### config.mk
export PLATFORM = sky130hd
export DESIGN_NAME = uds_horner_cell
export DESIGN_NICKNAME = d
export VERILOG_FILES = /design/src/rtl/uds_pkg.sv /design/src/rtl/uds_horner_cell.sv
export SDC_FILE = /design/constraint.sdc
export NUM_CORES = 2
export LEC_CHECK = 0
export ABC_CLOCK_PERIOD_IN_PS = 14650
export BUFFER_PORTS_ARGS = -buffer_cell sky130_fd_sc_hd__buf_4
export CORE_AREA = 2 2 248 250
export CTS_CLUSTER_SIZE = 30
export DETAILED_ROUTE_END_ITERATION = 7
export DIE_AREA = 0 0 250 252
export HOLD_SLACK_MARGIN = 0.15
export PLACE_DENSITY_LB_ADDON = 0.05
export SYNTH_ARGS = -nofsm -noshare
export SYNTH_HDL_FRONTEND = slang
export SYNTH_SLANG_ARGS = --single-unit
### constraint.sdc
create_clock -name clk -period 14.65 [get_ports clk]
set_input_delay 0 -clock clk [delete_from_list [all_inputs] [get_ports clk]]
set_output_delay 0 -clock clk [all_outputs]
set_load 0.1 [all_outputs]
### src/rtl/uds_pkg.sv
package uds_pkg;

  // Trig magnitudes are Q30 values up to and including 1.0
  localparam int TRIG_W = 31;
  localparam int X2_W   = 30;

  localparam logic [TRIG_W-1:0] Q30_ONE = 31'h4000_0000;
  localparam logic [29:0]       PI4_Q30 = 30'd843314857;

  // Exact floor division of a value below 2^30 by a small constant c:
  // q = (n * M) >> K, M = ceil(2^K / c), K = 30 + ceil(log2 c).
  localparam int D42_K = 36;
  localparam int D20_K = 35;
  localparam int D6_K  = 33;
  localparam int D56_K = 36;
  localparam int D30_K = 35;
  localparam int D12_K = 34;
  localparam int D2_K  = 31;

  localparam logic [30:0] D42_M = 31'(((64'd1 << D42_K) + 64'd41) / 64'd42);
  localparam logic [30:0] D20_M = 31'(((64'd1 << D20_K) + 64'd19) / 64'd20);
  localparam logic [30:0] D6_M  = 31'(((64'd1 << D6_K)  + 64'd5)  / 64'd6);
  localparam logic [30:0] D56_M = 31'(((64'd1 << D56_K) + 64'd55) / 64'd56);
  localparam logic [30:0] D30_M = 31'(((64'd1 << D30_K) + 64'd29) / 64'd30);
  localparam logic [30:0] D12_M = 31'(((64'd1 << D12_K) + 64'd11) / 64'd12);
  localparam logic [30:0] D2_M  = 31'(((64'd1 << D2_K)  + 64'd1)  / 64'd2);

  typedef enum logic [1:0] {
    MODE_SPHERE = 2'd0,
    MODE_HEMI   = 2'd1,
    MODE_COSINE = 2'd2
  } mode_t;

endpackage

### src/rtl/uds_horner_cell.sv
// One Horner step: t_out = 1 - ((x2 * t_in) >> 30) / c, two stages.
module uds_horner_cell #(
  parameter logic [30:0] DIV_M = 31'd1073741824,
  parameter int          DIV_K = 31
) (
  input  logic                       clk,
  input  logic [uds_pkg::X2_W-1:0]   x2_in,
  input  logic [uds_pkg::TRIG_W-1:0] t_in,
  output logic [uds_pkg::X2_W-1:0]   x2_out,
  output logic [uds_pkg::TRIG_W-1:0] t_out
);

  logic [60:0]                prod;
  logic [60:0]                qprod;
  logic [uds_pkg::X2_W-1:0]   n;
  logic [uds_pkg::X2_W-1:0]   x2_d;
  logic [uds_pkg::TRIG_W-1:0] t_next;

  always_comb begin
    prod   = 61'(x2_in) * 61'(t_in);
    qprod  = 61'(n) * 61'(DIV_M);
    t_next = uds_pkg::Q30_ONE - uds_pkg::TRIG_W'(qprod >> DIV_K);
  end

  always_ff @(posedge clk) begin
    n      <= uds_pkg::X2_W'(prod >> 30);
    x2_d   <= x2_in;
    t_out  <= t_next;
    x2_out <= x2_d;
  end

endmodule
**Word-level counts from Yosys, hierarchy flattened**

Index checks and enable logic that the tools add are counted.

- Register bits: 121
- Output and inout bits: 61
- Input port bits: 62

- Add/sub/neg operators: 1
- Multipliers: 1

Operator list:

| operator | count |
|---|---|
| $mul 30x31->60 | 1 |
| $sub 31x29->31 const A | 1 |

**Longest topological paths before layout**

- Depth in word-level cells: 1
- Mapped depth: 28
- Mapped depth without buffers: 25

**Worst setup path after synthesis**

No wires, ideal clock.

- Path type: input-to-reg
- From: in t_in[22] (netlist bit)
- To: reg n[29] (netlist bit)
- Stages: 23
- Library setup time: 79 ps
- Path buffers: 2
- Arrival: 6334 ps
- Slack: 8237 ps
- Cells stage by stage: clkbuf_1 -> nand2_1 -> fa_1 -> inv_1 -> fa_1 -> inv_1 -> fa_1 -> inv_1 -> fa_1 -> fa_1 -> fa_1 -> fa_1 -> fa_1 -> ha_1 -> buf_2 -> a211oi_1 -> o21ai_0 -> a31oi_1 -> nand3_1 -> o2111ai_1 -> a21boi_0 -> or4b_1 -> o211ai_1

- Cells in the longest elaborated chain, start to end: 1

Ends and longest elaborated chain:

| element | RTL line | source |
|---|---|---|
| start: declaration | uds_horner_cell.sv:8 | `input logic [uds_pkg::TRIG_W-1:0] t_in,` |
| $mul 30x31->60 | uds_horner_cell.sv:20 | `prod = 61'(x2_in) * 61'(t_in);` |
| net prod[59] | uds_horner_cell.sv:13 | `logic [60:0] prod;` |
| end signal: assignment | uds_horner_cell.sv:26 | `n <= uds_pkg::X2_W'(prod >> 30);` |
| end: declaration | uds_horner_cell.sv:15 | `logic [uds_pkg::X2_W-1:0] n;` |

The timed path passes the listed nets, and every way through them passes these cells.

**Worst setup path after layout**

- From: in x2_in[7] (netlist bit)
- To: reg n[26] (netlist bit)

- Cells in the longest elaborated chain, start to end: 1

Ends and longest elaborated chain:

| element | RTL line | source |
|---|---|---|
| start: declaration | uds_horner_cell.sv:7 | `input logic [uds_pkg::X2_W-1:0] x2_in,` |
| $mul 30x31->60 | uds_horner_cell.sv:20 |  |
| net prod[56] | uds_horner_cell.sv:13 |  |

The timed path passes the listed nets, and every way through them passes these cells.

==> metrics.yaml <==
synthesis:
  synth.area.top_cells: "fa_1 49%, and2_1 10%, inv_1 9.5%, ha_1 9.2%, dfxtp_1 7.3%"
  ys_warn_count: 0
  yosysSeqAreaShare_pct: 7.32
  synth-edff-count: 0
  yosys.area.top_type_share_pct: 49.1
  synthArstFlopShare_pct: 0
  syn_nets: 4645
  synth_top_cell_by_area: "fa_1"
  synth_flop_cell: "dfxtp_1"
  yosysMostFrequentCell: "inv_1"
  synth_commonest_cells: "833 x inv_1, 806 x fa_1, 535 x and2_1, 434 x nand2_1, 241 x ha_1"
  synth_area_sq_mm: 0.0328
  syn_avg_cell_area_sq_um: 9.29
  synth_seq_cells: 120
  synth_cell_types: 55
  synthCells: 3536
routing:
  drt_first_pass_iters: 5
  ant_nets: 0
  vias: 23500
  via_per_inst: 5.46
  postRouteWirelength_microns: 89200
  drtIter0Drc: 1096
  wire_per_inst_microns: 20.7
  route.detailed.drc: 0
final_layout:
  multi_input_area_sq_mm: 0.0266
  area_growth_pct: 6.24
  fillCellCount: 5393
  drive_gt1_share_pct: 4.68
  final-seq-area_sq_mm: 0.00240
  finalNetCount: 4619
setup_path:
  path_class: "in -> reg"
  crit_path_end_kind: "flop"
  crit_family: "adder cells"
  r2r_start: "n[5]$_DFF_P_"
  ff2ff_path_depth: 7
  crit_top_cell: "fa_1"
  timing.rr.end: "t_out[28]$_DFF_P_"
  critical_path.cell_chain: "dlygate4sd3_1 > buf_4 > and2_1 > fa_1 > fa_1 > inv_1 > fa_1 > fa_1 > inv_1 > fa_1 > fa_1 > fa_1 > inv_1 > fa_1 > inv_1 > ha_1 > a21oi_1 > o211a_1 > nand4_1 > a21oi_1 > o21ai_1 > o21a_1 > o311ai_0"
  cp-start-kind: "primary input"
  arrival_ns: 8.05
  path_depth: 23
  slowest_delay_ns: 0.74
  worstPathMaxFanout: 32
  cp_slowest_cell: "a21oi_1"
  worst-path-buf-inv: 6
  critPathRequiredTime_ns: 15.02
  r2r_slack_ns: 12.24
job:
  drv_cap: 0
sta:
  maxSlewViolCount: 0
  worst_slew_pin_slew_ns: 1.18
  finalSetupViolations: 0
  skew_ns: 0.0215
  rsz0062_at_grt: "no"
  slew_headroom_pct: 20.4
  fmax_mhz: 130
  finalHoldViolCount: 0
  min_period_over_period_pct: 52.5
  fin_tns_setup_ns: 0
  period_needed_ns: 7.69
floorplanning:
  fp.dieH_microns: 252
  pin_count: 123
  rows: 90
  core_sq_mm: 0.0601
  chipWidth_microns: 250
  start_util_pct: 54.6
  die_area_sq_mm: 0.0630
clocking:
  clk_pin_slew_ns: 0.07
  cts_post_setup_buffers_inserted: 0
  cts-buffers-inserted: 17
  clkSinkCount: 120
  cts_tree: "done"
  cts-root-buf: "clkbuf_16"
  clk-insertion-delay-late_ns: 0.49
  ctsLongestPathBuffers: 2
  cts_max_level: 4
worst_hold_path:
  hold_path_class: "reg -> reg"
  worstHoldPathCells: 0
  hold_path_end: "x2_out[29]$_DFF_P_"
  hp-start: "x2_d[29]$_DFF_P_"
grt:
  grt_max_degree: 33
  groute.usage.overall_pct: 30.1
  grt_first_pass_wirelength_microns: 144000
  antenna_found_initial: 2
  globalRouteOverflowTotal: 0
  grt_pass1_vias: 26500
placed_design:
  gp_congestion: 0.912
  dp_hpwl_microns: 68400
  io_buffer_count: 122
status:
  status: "finished clean"
## sequential cells by signal, summed over array words and instances, names as in the netlist
| name | count |
|---|---|
| n | 29 |
| x2_out | 30 |
| x2_d | 30 |
| t_out | 31 |
## worst max-delay path by stage
stage / start / slack, ns / endpoint
finish: x2_in[7] / 6.96 / n[26]$_DFF_P_
global route: x2_in[7] / 6.70 / n[26]$_DFF_P_
CTS: x2_in[7] / 7.05 / n[26]$_DFF_P_
detailed placement: x2_in[7] / 7.09 / n[26]$_DFF_P_
global placement: x2_in[7] / 7.25 / n[26]$_DFF_P_
floorplan: t_in[22] / 8.24 / n[29]$_DFF_P_
## per-stage QoR
step | std cells | util, % | setup WS, ns | area (sq um) | hold WS (ns)
floorplan | 3536 | - | 8.24 | 32800 | 0.0277
global placement | 4243 | 56.5 | 7.25 | 34000 | 0.310
detailed placement | 4243 | 56.5 | 7.09 | 34000 | 0.312
CTS | 4305 | 58.0 | 7.05 | 34900 | 0.324
global route | 4305 | 58.0 | 6.70 | 34900 | 0.329
finish | 4306 | 58.0 | 6.96 | 34900 | 0.322
## routing by layer
metal  GRT usage [%]  up-vias  share of wire, %
li1                -    10200                 -
met1            34.8    12300                36
met2            55.2      803                53
met3            3.86      212               5.1
met4            14.5        0               5.2
met5               0        -                 0
## final cells by class
class | instances | share of cell area (%)
flip-flops and latches | 120 | 6.89
repair buffers | 152 | 3.49
inverters | 833 | 8.96
clock inverters | 15 | 0.477
diodes | 1 | 0.00717
well taps | 782 | 2.80
multi-input cells | 2386 | 76.2
clock buffers | 17 | 1.22
## cell usage in the layout, fill, tap and decap left out, drive strengths merged, types with 21 or more instances in the layout
master / n
dfxtp: 120
o21ai: 23
dlygate4sd3: 30
a21oi: 50
nor2: 43
ha: 241
and2: 535
nand2: 434
xnor2: 39
inv: 843
a21o: 36
fa: 806
buf: 122
nand3: 21
## kinds of logic after synthesis
kind of cell / after synthesis / synth area share (%)
AND/OR/NAND/NOR: 1099 / 17.3
XOR/XNOR: 57 / 1.52
buffers and inverters: 1030 / 11.8
adder cells (fa/ha/maj): 1047 / 58.3
AO/OA/AOI/OAI: 183 / 3.72
flip-flops: 120 / 7.32
## timing repair
| action | in CTS | in global routing |
|---|---|---|
| endpoints found under the hold margin | 30 | 0 |
| gates resized for setup | 0 | 0 |
| hold buffers | 30 | 0 |
| setup endpoints to repair | 0 | 0 |
Power is left out: the tool's default activity adds up to more than one toggle a clock period on the data nets, which glitch-free logic cannot reach.
