$ cat src/rtl/uds_sqrt_cell.sv
// One result bit of a restoring integer square root.
module uds_sqrt_cell #(
  parameter int N = 16
) (
  input  logic           clk,
  input  logic [N:0]     rem_in,
  input  logic [N-1:0]   root_in,
  input  logic [2*N-1:0] rad_in,
  output logic [N:0]     rem_out,
  output logic [N-1:0]   root_out,
  output logic [2*N-1:0] rad_out
);

  logic [N+2:0] cur;
  logic [N+2:0] trial;
  logic [N:0]   rem_next;
  logic [N-1:0] root_next;

  always_comb begin
    cur   = {rem_in, rad_in[2*N-1:2*N-2]};
    trial = {1'b0, root_in, 2'b01};
    if (cur >= trial) begin
      rem_next  = (N+1)'(cur - trial);
      root_next = {root_in[N-2:0], 1'b1};
    end else begin
      rem_next  = (N+1)'(cur);
      root_next = {root_in[N-2:0], 1'b0};
    end
  end

  always_ff @(posedge clk) begin
    rem_out  <= rem_next;
    root_out <= root_next;
    rad_out  <= {rad_in[2*N-3:0], 2'b00};
  end

endmodule

$ cat config.mk
export PLATFORM = sky130hd
export DESIGN_NAME = uds_sqrt_cell
export DESIGN_NICKNAME = d
export VERILOG_FILES = /design/src/rtl/uds_sqrt_cell.sv
export SDC_FILE = /design/constraint.sdc
export NUM_CORES = 1
export LEC_CHECK = 0
export BUFFER_PORTS_ARGS = -buffer_cell sky130_fd_sc_hd__buf_2
export CAP_MARGIN = 20
export CORE_MARGIN = 2
export CORE_UTILIZATION = 40
export CTS_CLUSTER_SIZE = 40
export DETAILED_ROUTE_END_ITERATION = 8
export GPL_ROUTABILITY_DRIVEN = 0
export PLACE_DENSITY = 0.76
export SLEW_MARGIN = 10
export SYNTH_ARGS = -nofsm -noshare
export SYNTH_HDL_FRONTEND = slang
export SYNTH_SLANG_ARGS = --single-unit
$ cat constraint.sdc
create_clock -name clk -period 2.4 [get_ports clk]
set_input_delay 0.24 -clock clk [delete_from_list [all_inputs] [get_ports clk]]
set_output_delay 0.24 -clock clk [all_outputs]
set_load 0.005 [all_outputs]
After elaboration in Yosys (flattened, before gate mapping). Cells that the tools add are included.

Register bits after elaboration: 63. Input bits: 66.

Add/sub/neg operators: 1. $lt $le $gt $ge: 1. Muxes and demuxes: 2.

Operators with widths (count): 19-bit by 18-bit >= comparator with 1-bit output (1); 17-bit two-way mux (1); 17-bit subtractor (1); 1-bit two-way mux (1).

Logic depth before layout (Yosys ltp). Gate-level depths: netlist (run 1).

Word-level depth: 2. Depth in mapped cells: 9. Mapped depth without buffers: 8.

Worst setup path before layout (run 1). Ideal clock, no wire load.

Path type: input to register. Start: input port root_in[8]. End: register rem_out[10]. Library setup time: 0.121 ns. Arrival: 2.126 ns. Data required time: 2.279 ns. Path slack: 0.153 ns. Stages: 9. Path buffers: 1. Path through: inv_1 -> ha_1 -> a21oi_2 -> o21ai_1 -> a311o_1 -> a21o_1 -> a21boi_4 -> buf_12 -> mux2_4.

Longest elaborated chain between the ends: 2.

Ends and longest elaborated chain: start, declared (line 7) `input logic [N-1:0] root_in,`; 17-bit subtractor or 19-bit by 18-bit >= comparator with 1-bit output (tied branches) (line 23, 22); 17-bit two-way mux * (line 22) `if (cur >= trial) begin`; via rem_next[10] (line 16) `logic [N:0] rem_next;`; end signal, assigned (line 32) `rem_out <= rem_next;`; end, declared (line 9) `output logic [N:0] rem_out,`.

The timed path passes the listed nets; every way through them passes the cells marked *.

Worst setup path after layout (run 1).
Start: input port rem_in[8]. End: register rem_out[12].

Longest elaborated chain between the ends: 2.

Ends and longest elaborated chain: start, declared (line 6) `input logic [N:0] rem_in,`; 17-bit subtractor or 19-bit by 18-bit >= comparator with 1-bit output (tied branches) (line 23, 22); 17-bit two-way mux * (line 22); via rem_next[12] (line 16).

Marks and branches as above.

==> metrics, run 1 <==
FF+latch count, synth=63; WHS Path Cells=1; dpl cell area=about 3200 um2; fin crit period=2060 ps; antenna violations before repair=0; I/O Pins=131; Core ar.=5890 um2; synthesized area per cell=11.3 um2; FILL cells=480; critical path class=input port to flip-flop; CTS HTree Levels=3; vias in the first global route=2,082; Compound-Gate Fraction of Synth Area=0.131; Worst VDD drop=roughly 0.43 mV; Design Area, Final=3790 um2; clock sink total=63; Hold WC Path Type=input port to flip-flop; Post-Route WL=6690 um; WL/cell=14.0 um; FMAX=approximately 480 MHz; Die W=between 80 and 90 um; largest family of logic cells by synthesized area=compound AO/OA/AOI/OAI gates; Layout area overhead=57.3%; commonest cells in the netlist=63 x dfxtp_1, 21 x inv_1, 18 x ha_1; Fin. Hold Viols=0; DRC Markers=0; Final HPWL DP=4370 um; async set-reset flop share out of synthesis=0; P per Cell Area=729 nW/um2; Clock power frac=0.364; fin nets=between 400 and 500; CTS tree=yes; Antenna Nets Post-Route=0; Main synth FF type=dfxtp_1; WHS Endpoint=root_out[15]; Post-synth EDFFs=0; XOR/XNOR Fraction of Synth Area=0.0509; number of iterations in the first detailed-routing pass=4; GR Overflow Total=0; largest net degree at the start of global routing=12; full die area=6660 um2; Syn Inst Count=~210; initial drt markers=between 60 and 70; Seq/Total Area, Yosys=0.523; Worst setup EP type=flip-flop; mux cell area share after synthesis=0.0877; combinational power share=0.211; most common cell in the synthesized netlist=dfxtp_1; hold_sp=root_in[14]; crit-path max FO=4; adder-cell share of the synthesized area=0.0935; sequential cell area=around 1300 um2; crit start category=input port; simple-gate portion of the synthesized area=0.0644; Synth area leaders=dfxtp_1 52%, ha_1 9.3%, mux2_2 4.2%; status=complete, no violations; Max-Cap Viols=0; clk buf depth=2; Num CTS Buffers=9; clock root buffer=clkbuf_8; via count=between 2,000 and 2,500; Post-CTS Setup Bufs=0; starting density of the core=0.409; GRT Overall Usage=0.185; pins over their slew limit=0; Synth cell types=between 40 and 50; Port-buffer cells=128; area of the multi-input gates=approximately 1000 um2; Reg power frac=0.425; Synth area leader=dfxtp_1; Synth top area share=0.523; clock transition at the registers of the reported paths=70 ps; setup TNS=0 ps; Inserted Diodes=0; Sw Pwr=676 uW; Worst EP required=2610 ps; via/cell ratio=~4.7; Int Power=about 2.1 mW; RSZ-0062 raised after global routing=no; critical path arrival=2280 ps; Sw Share=0.244; first-pass GRT wire length=between 9000 and 10,000 um; yosys warns=0; Die H=between 80 and 90 um; Leakage Power=1.93 nW; layout cell share with drive strength beyond 1=0.436; Mapped Area=2410 um2; ratio of final minimum period to clock period=0.860; number of setup violations in the final report=0; row cnt=28
timing repair:
item / CTS / global route
hold endpoints to repair: 22 / 11
hold buffers: 22 / 11
gates resized for setup: 0 / 0
setup endpoints to repair: 0 / 0
metal layers:
metal,part of all wire,up-vias,GRT usage
li1,-,1110,-
met1,0.39,1019,0.180
met2,0.50,111,0.342
met3,0.086,14,0.0714
met4,0.020,0,0.0883
met5,0,-,0
through the flow:
| step | std cells | total power [mW] | hold WS [ps] | util | setup slack (ps) |
|---|---|---|---|---|---|
| after detailed placement | 430 | 1.72 | 344 | 0.550 | 18.8 |
| after floorplan | 215 | 1.49 | 268 | - | 153 |
| after CTS | 468 | 2.76 | 0.323 | 0.625 | 374 |
| final | 479 | 2.76 | 29.3 | 0.644 | 336 |
| after global placement | 430 | 1.71 | 342 | 0.550 | 62.6 |
| after global routing | 479 | 2.90 | 0.0510 | 0.644 | 235 |
layout by cell type, fill, tap and decap left out, types with 3 or more instances in the layout:
cell type,netlist,final
a211oi_1,3,3
buf_4,2,14
dlygate4sd3_1,0,33
nand2_1,6,6
clkbuf_8,0,10
mux2_2,9,9
xnor2_1,8,8
o21ai_0,7,7
inv_1,21,21
ha_1,18,18
xor2_1,6,6
mux2_4,6,6
nor2_1,10,10
a21o_1,4,4
buf_2,0,128
a21oi_1,14,14
dfxtp_1,63,63
or3_1,3,3
cells by family (layout without fill, tap and decap cells):
| group | count (synthesis) | in the layout |
|---|---|---|
| other | 1 | 2 |
| multiplexers | 17 | 17 |
| adder cells (fa/ha/maj) | 18 | 18 |
| AO/OA/AOI/OAI | 46 | 46 |
| AND/OR/NAND/NOR | 31 | 31 |
| flip-flops | 63 | 63 |
| buffers and inverters | 24 | 213 |
| XOR/XNOR | 14 | 14 |
worst max-delay path, stage by stage:
cell	delay, ps
buf_2	110
ha_1	360
a21oi_2	180
o21ai_1	100
a311o_1	360
a21o_1	200
a21boi_4	230
buf_4	190
mux2_4	310
sequential cells by signal, indices dropped and copies added, names as in the netlist:
signal    flops
root_out     16
rem_out      17
rad_out      30
worst max path at each step:
| stage | start | end | cells after the start |
|---|---|---|---|
| floorplan | root_in[8] | rem_out[10] | 9 |
| global placement | root_in[8] | rem_out[6] | 10 |
| detailed placement | rem_in[8] | rem_out[6] | 9 |
| CTS | rem_in[8] | rem_out[6] | 9 |
| global route | root_in[8] | rem_out[12] | 10 |
| finish | rem_in[8] | rem_out[12] | 9 |
area by class of cell:
class,instances,area share
Timing Repair Buffer,176,0.289
Inverter,21,0.0208
Sequential cell,63,0.333
Multi-Input combinational cell,128,0.274
Clock buffer,11,0.0373
Clock inverter,5,0.0215
Tap cell,75,0.0248
power groups by stage:
| stage | registers [mW] | logic (mW) | clock network, mW |
|---|---|---|---|
| floorplan | 1.21 | 0.276 | 0 |
| global placement | 1.19 | 0.517 | 0 |
| detailed placement | 1.19 | 0.530 | 0 |
| CTS | 1.17 | 0.562 | 1.03 |
| global route | 1.18 | 0.637 | 1.08 |
| finish | 1.17 | 0.583 | 1.01 |
No activity file was read; power rests on OpenSTA's default activity.
==> inputs of run 2 (changes only) <==
- SETUP_SLACK_MARGIN: default -> 0.5
==> run 2 against run 1 <==
Compared with the run above:
- core utilization rose by 4.5 points
- combinational power grew 19%
- sequential cell count unchanged
- largest power group unchanged
==> metrics, run 2 (synthesis results as in run 1) <==
status=complete, no violations; Worst setup EP type=flip-flop; Layout area overhead=68.3%; crit-path max FO=6; initial drt markers=89; CTS HTree Levels=3; Core ar.=around 5900 um2; Antenna Nets Post-Route=0; vias in the first global route=between 2,000 and 2,500; area of the multi-input gates=1300 um2; P per Cell Area=657 nW/um2; GR Overflow Total=0; Post-Route WL=7240 um; Port-buffer cells=128; Worst VDD drop=0.441 mV; pins over their slew limit=0; max incr delay on CP=400 ps; ratio of final minimum period to clock period=0.791; placed cells=418; DRC Markers=0; Worst EP required=2630 ps; I/O Pins=about 130; antenna violations before repair=0; CP Buf/Inv Count=1; Final HPWL DP=4560 um; largest net degree at the start of global routing=13; critical path class=input port to flip-flop; via/cell ratio=approximately 4.8; RSZ-0062 raised after global routing=no; layout cell share with drive strength beyond 1=0.527; Finished Core Util=0.689; starting density of the core=0.409; number of setup violations in the final report=0; number of iterations in the first detailed-routing pass=4; clock root buffer=clkbuf_8; Die H=81.6 um; setup TNS=0 ps; worst-path cell chain=buf_2 > ha_1 > a21oi_2 > o21ai_0 > a22o_1 > a311o_1 > xor2_1 > mux2_4; Crit. Startpoint=rem_in[9]; Critical-path top delay cell=ha_1; full die area=approximately 6700 um2; Max-Cap Viols=0; GRT Overall Usage=0.206; Inserted Diodes=0; Fin. Hold Viols=0; fin cells=479; most common cell after layout, fill and taps aside=buf_2; WHS Path Cells=1; instance count on the critical path=8; FILL cells=roughly 420; Num CTS Buffers=9; CTS tree=yes; sequential cell area=1260 um2; WL/cell=around 15 um; CP endpoint=rem_out[16]; via count=2,287; Leakage Power=1.96 nW; most frequent cells in the layout=124 x buf_2, 63 x dfxtp_1, 31 x dlygate4sd3_1, 15 x inv_1, 15 x buf_4; Die W=81.6 um; critical path arrival=2130 ps; max FFs per register=30; FMAX=527 MHz; clock sink total=63; Reg with most FFs=rad_out; clock transition at the registers of the reported paths=80 ps; Hold WC Path Type=input port to flip-flop; clk buf depth=2; crit start category=input port; first-pass GRT wire length=10,100 um; row cnt=28; fin nets=between 400 and 500; Final Total Pwr=2.67 mW; biggest regs=rad_out: 30 flops, rem_out: 17 flops, root_out: 16 flops; Top Family by Delay on Critical Path=compound AO/OA/AOI/OAI gates; fin crit period=1900 ps
## run 2: power by group
part	switching [mW]	leakage, nW	total [mW]	internal (mW)
clock network	0.429	0.0854	0.802	0.373
registers	0.0243	0.532	1.17	1.15
logic	0.292	1.34	0.692	0.400
## run 2: metal layers
layer | share of wire | vias up | global-route usage
met4 | 0.023 | 0 | 0.0950
met2 | 0.53 | 111 | 0.384
met3 | 0.080 | 17 | 0.0615
met5 | 0 | - | 0
met1 | 0.37 | 1045 | 0.209
li1 | - | 1114 | -
## run 2: per-stage QoR
stage	cell area (um2)	worst slack (ps)	hold WS, ps
3_5_place_dp	3300	85.9	344
2_1_floorplan	2560	318	268
4_1_cts	3910	509	0.565
6_report	4060	501	13.1
3_3_place_gp	3300	137	343
5_1_grt	4060	454	0.0257
## run 2: worst min path at each step
stage                          start          end  slack (ps)
after floorplan            rad_in[8]  rad_out[10]         270
after global placement    rad_in[11]  rad_out[13]         340
after detailed placement  rad_in[22]  rad_out[24]         340
after CTS                  rad_in[3]   rad_out[5]         0.6
after global routing       rad_in[3]   rad_out[5]        0.03
final                      rad_in[3]   rad_out[5]          10
## run 2: layout make-up
cell class,instances,share of cell area
timing repair buffer,176,0.280
clock inverter,7,0.0117
tap,75,0.0231
inverter,21,0.0225
sequential,63,0.311
clock buffer,9,0.0305
multi-input combinational,128,0.321
## run 2: timing repair
action	CTS	global route
hold buffers	28	3
gates resized for setup	21	14
setup endpoints to repair	12	16
cloned	1	0
endpoints found under the hold margin	28	3
pin swaps	6	12
setup buffers	7	6
==> inputs of run 3 (changes only) <==
- CORE_UTILIZATION: 40 -> 44
- PLACE_DENSITY: 0.76 -> 0.79
- clock period: 2.4 -> 1.8 ns (I/O delays scaled with it)
==> run 3 against run 2 <==
Compared with the run above:
- the run now ends with setup timing left
- clock-buffer cell count grew 2
- worst hold slack improved by 80 ps
- first-iteration DRC count increased to 2.9 times the previous value
- setup slack worse by 580 ps
- sequential share of layout area down 3.4 points
- non-clock buffer count is 51 higher
- design area increased by 12%
- sequential power grew 35%
- largest power group unchanged
==> metrics, run 3 (synthesis results as in run 1) <==
status=complete, but fails checks; violated checks=setup timing; worst-path cell chain=buf_2 > inv_2 > ha_4 > a21oi_1 > o211a_1 > nor2_2 > a21o_1 > a21boi_4 > buf_8 > mux2_4; Post-Route WL=about 11,000 um; Reg with most FFs=rad_out; Crit. Startpoint=root_in[4]; CP endpoint=rem_out[12]; max FFs per register=30; Final HPWL DP=5000 um; Core ar.=5200 um2; FMAX=533 MHz; Critical-path top delay cell=mux2_4; antenna violations before repair=0; clk buf depth=2; via/cell ratio=5.53; first-pass GRT wire length=15,000 um; Setup WS post-layout=-77.5 ps; critical path class=input port to flip-flop; CTS HTree Levels=3; Port-buffer cells=128; CTS tree=yes; number of iterations in the first detailed-routing pass=4; Fin. Hold Viols=0; instance count on the critical path=10; full die area=roughly 6000 um2; row cnt=26; Leakage Power=2.23 nW; starting density of the core=0.463; ratio of final minimum period to clock period=1.04; clock sink total=63; max incr delay on CP=around 300 ps; Max-Cap Viols=0; I/O Pins=131; WL/cell=21.7 um; most frequent cells in the layout=124 x buf_2, 63 x dfxtp_1, 45 x dlygate4sd3_1, 45 x buf_4; Antenna Nets Post-Route=0; Final Total Pwr=4.14 mW; layout cell share with drive strength beyond 1=0.557; Hold WC Path Type=input port to flip-flop; via count=2,900; P per Cell Area=roughly 900 nW/um2; Inserted Diodes=0; Top Family by Delay on Critical Path=compound AO/OA/AOI/OAI gates; initial drt markers=255; Worst EP required=just over 2000 ps; biggest regs=rad_out: 30 flops, rem_out: 17 flops, root_out: 16 flops; Layout area overhead=88.9%; critical path arrival=2110 ps; RSZ-0062 raised after global routing=yes; Worst VDD drop=0.776 mV; GRT Overall Usage=0.329; vias in the first global route=2,844; fin crit period=1880 ps; fin nets=534; Die H=78.0 um; clock root buffer=clkbuf_8; DRC Markers=0; GR Overflow Total=0; Num CTS Buffers=9; largest net degree at the start of global routing=11; Finished Core Util=0.875; clock transition at the registers of the reported paths=70 ps; Die W=between 70 and 80 um; Worst setup EP type=flip-flop; crit-path max FO=7; CP Buf/Inv Count=3; number of setup violations in the final report=16; crit start category=input port; pins over their slew limit=0; most common cell after layout, fill and taps aside=buf_2
## run 3: report_power, final
part	leakage [nW]	switching [mW]	internal, mW
logic	1.59	0.512	0.647
registers	0.532	0.0517	1.53
clock network	0.109	0.589	0.807
## run 3: through the flow
stage	setup WS [ps]	hold slack [ps]	TNS (ps)	instances	instance area, um2
floorplan	-222	208	-2240	215	2590
global placement	-358	283	-5260	455	3620
detailed placement	-438	284	-6470	455	3620
global route	-85.3	92.7	-716	524	4550
finish	-77.5	93.3	-893	524	4550
CTS	9.97	88.8	0	522	4440
## run 3: area by class of cell
type,count,area (um2)
well taps,70,87.6
multi-input cells,128,1330
clock inverters,4,70.1
inverters,21,93.8
repair buffers,227,1570
fillers,229,653
flip-flops and latches,63,1260
clock buffers,11,141
## run 3: metal layers
layer  part of all wire  routed length (um)  vias up  track usage
met1               0.35                3980     1356        0.346
met5                  0                   0        -            0
met4              0.074                 838        0        0.160
met2               0.49                5560      250        0.608
li1                   -                   -     1215            -
met3              0.089                1010       79       0.0791
## run 3: worst min path at each step
stage / slack, ps / endpoint / start / cells after the start
6_report: 90 / rem_out[3] / rem_in[1] / 2
4_1_cts: 90 / rem_out[3] / rem_in[1] / 2
2_1_floorplan: 210 / rad_out[10] / rad_in[8] / 0
3_3_place_gp: 280 / rad_out[11] / rad_in[9] / 1
5_1_grt: 90 / rem_out[3] / rem_in[1] / 2
3_5_place_dp: 280 / rad_out[13] / rad_in[11] / 1
## run 3: repair_timing
item,4_1_cts,5_1_grt
cloned,1,0
hold buffers,45,0
pin swaps,5,14
resized for setup,28,27
hold endpoints to repair,45,0
setup endpoints to repair,18,18
buffers inserted,6,2
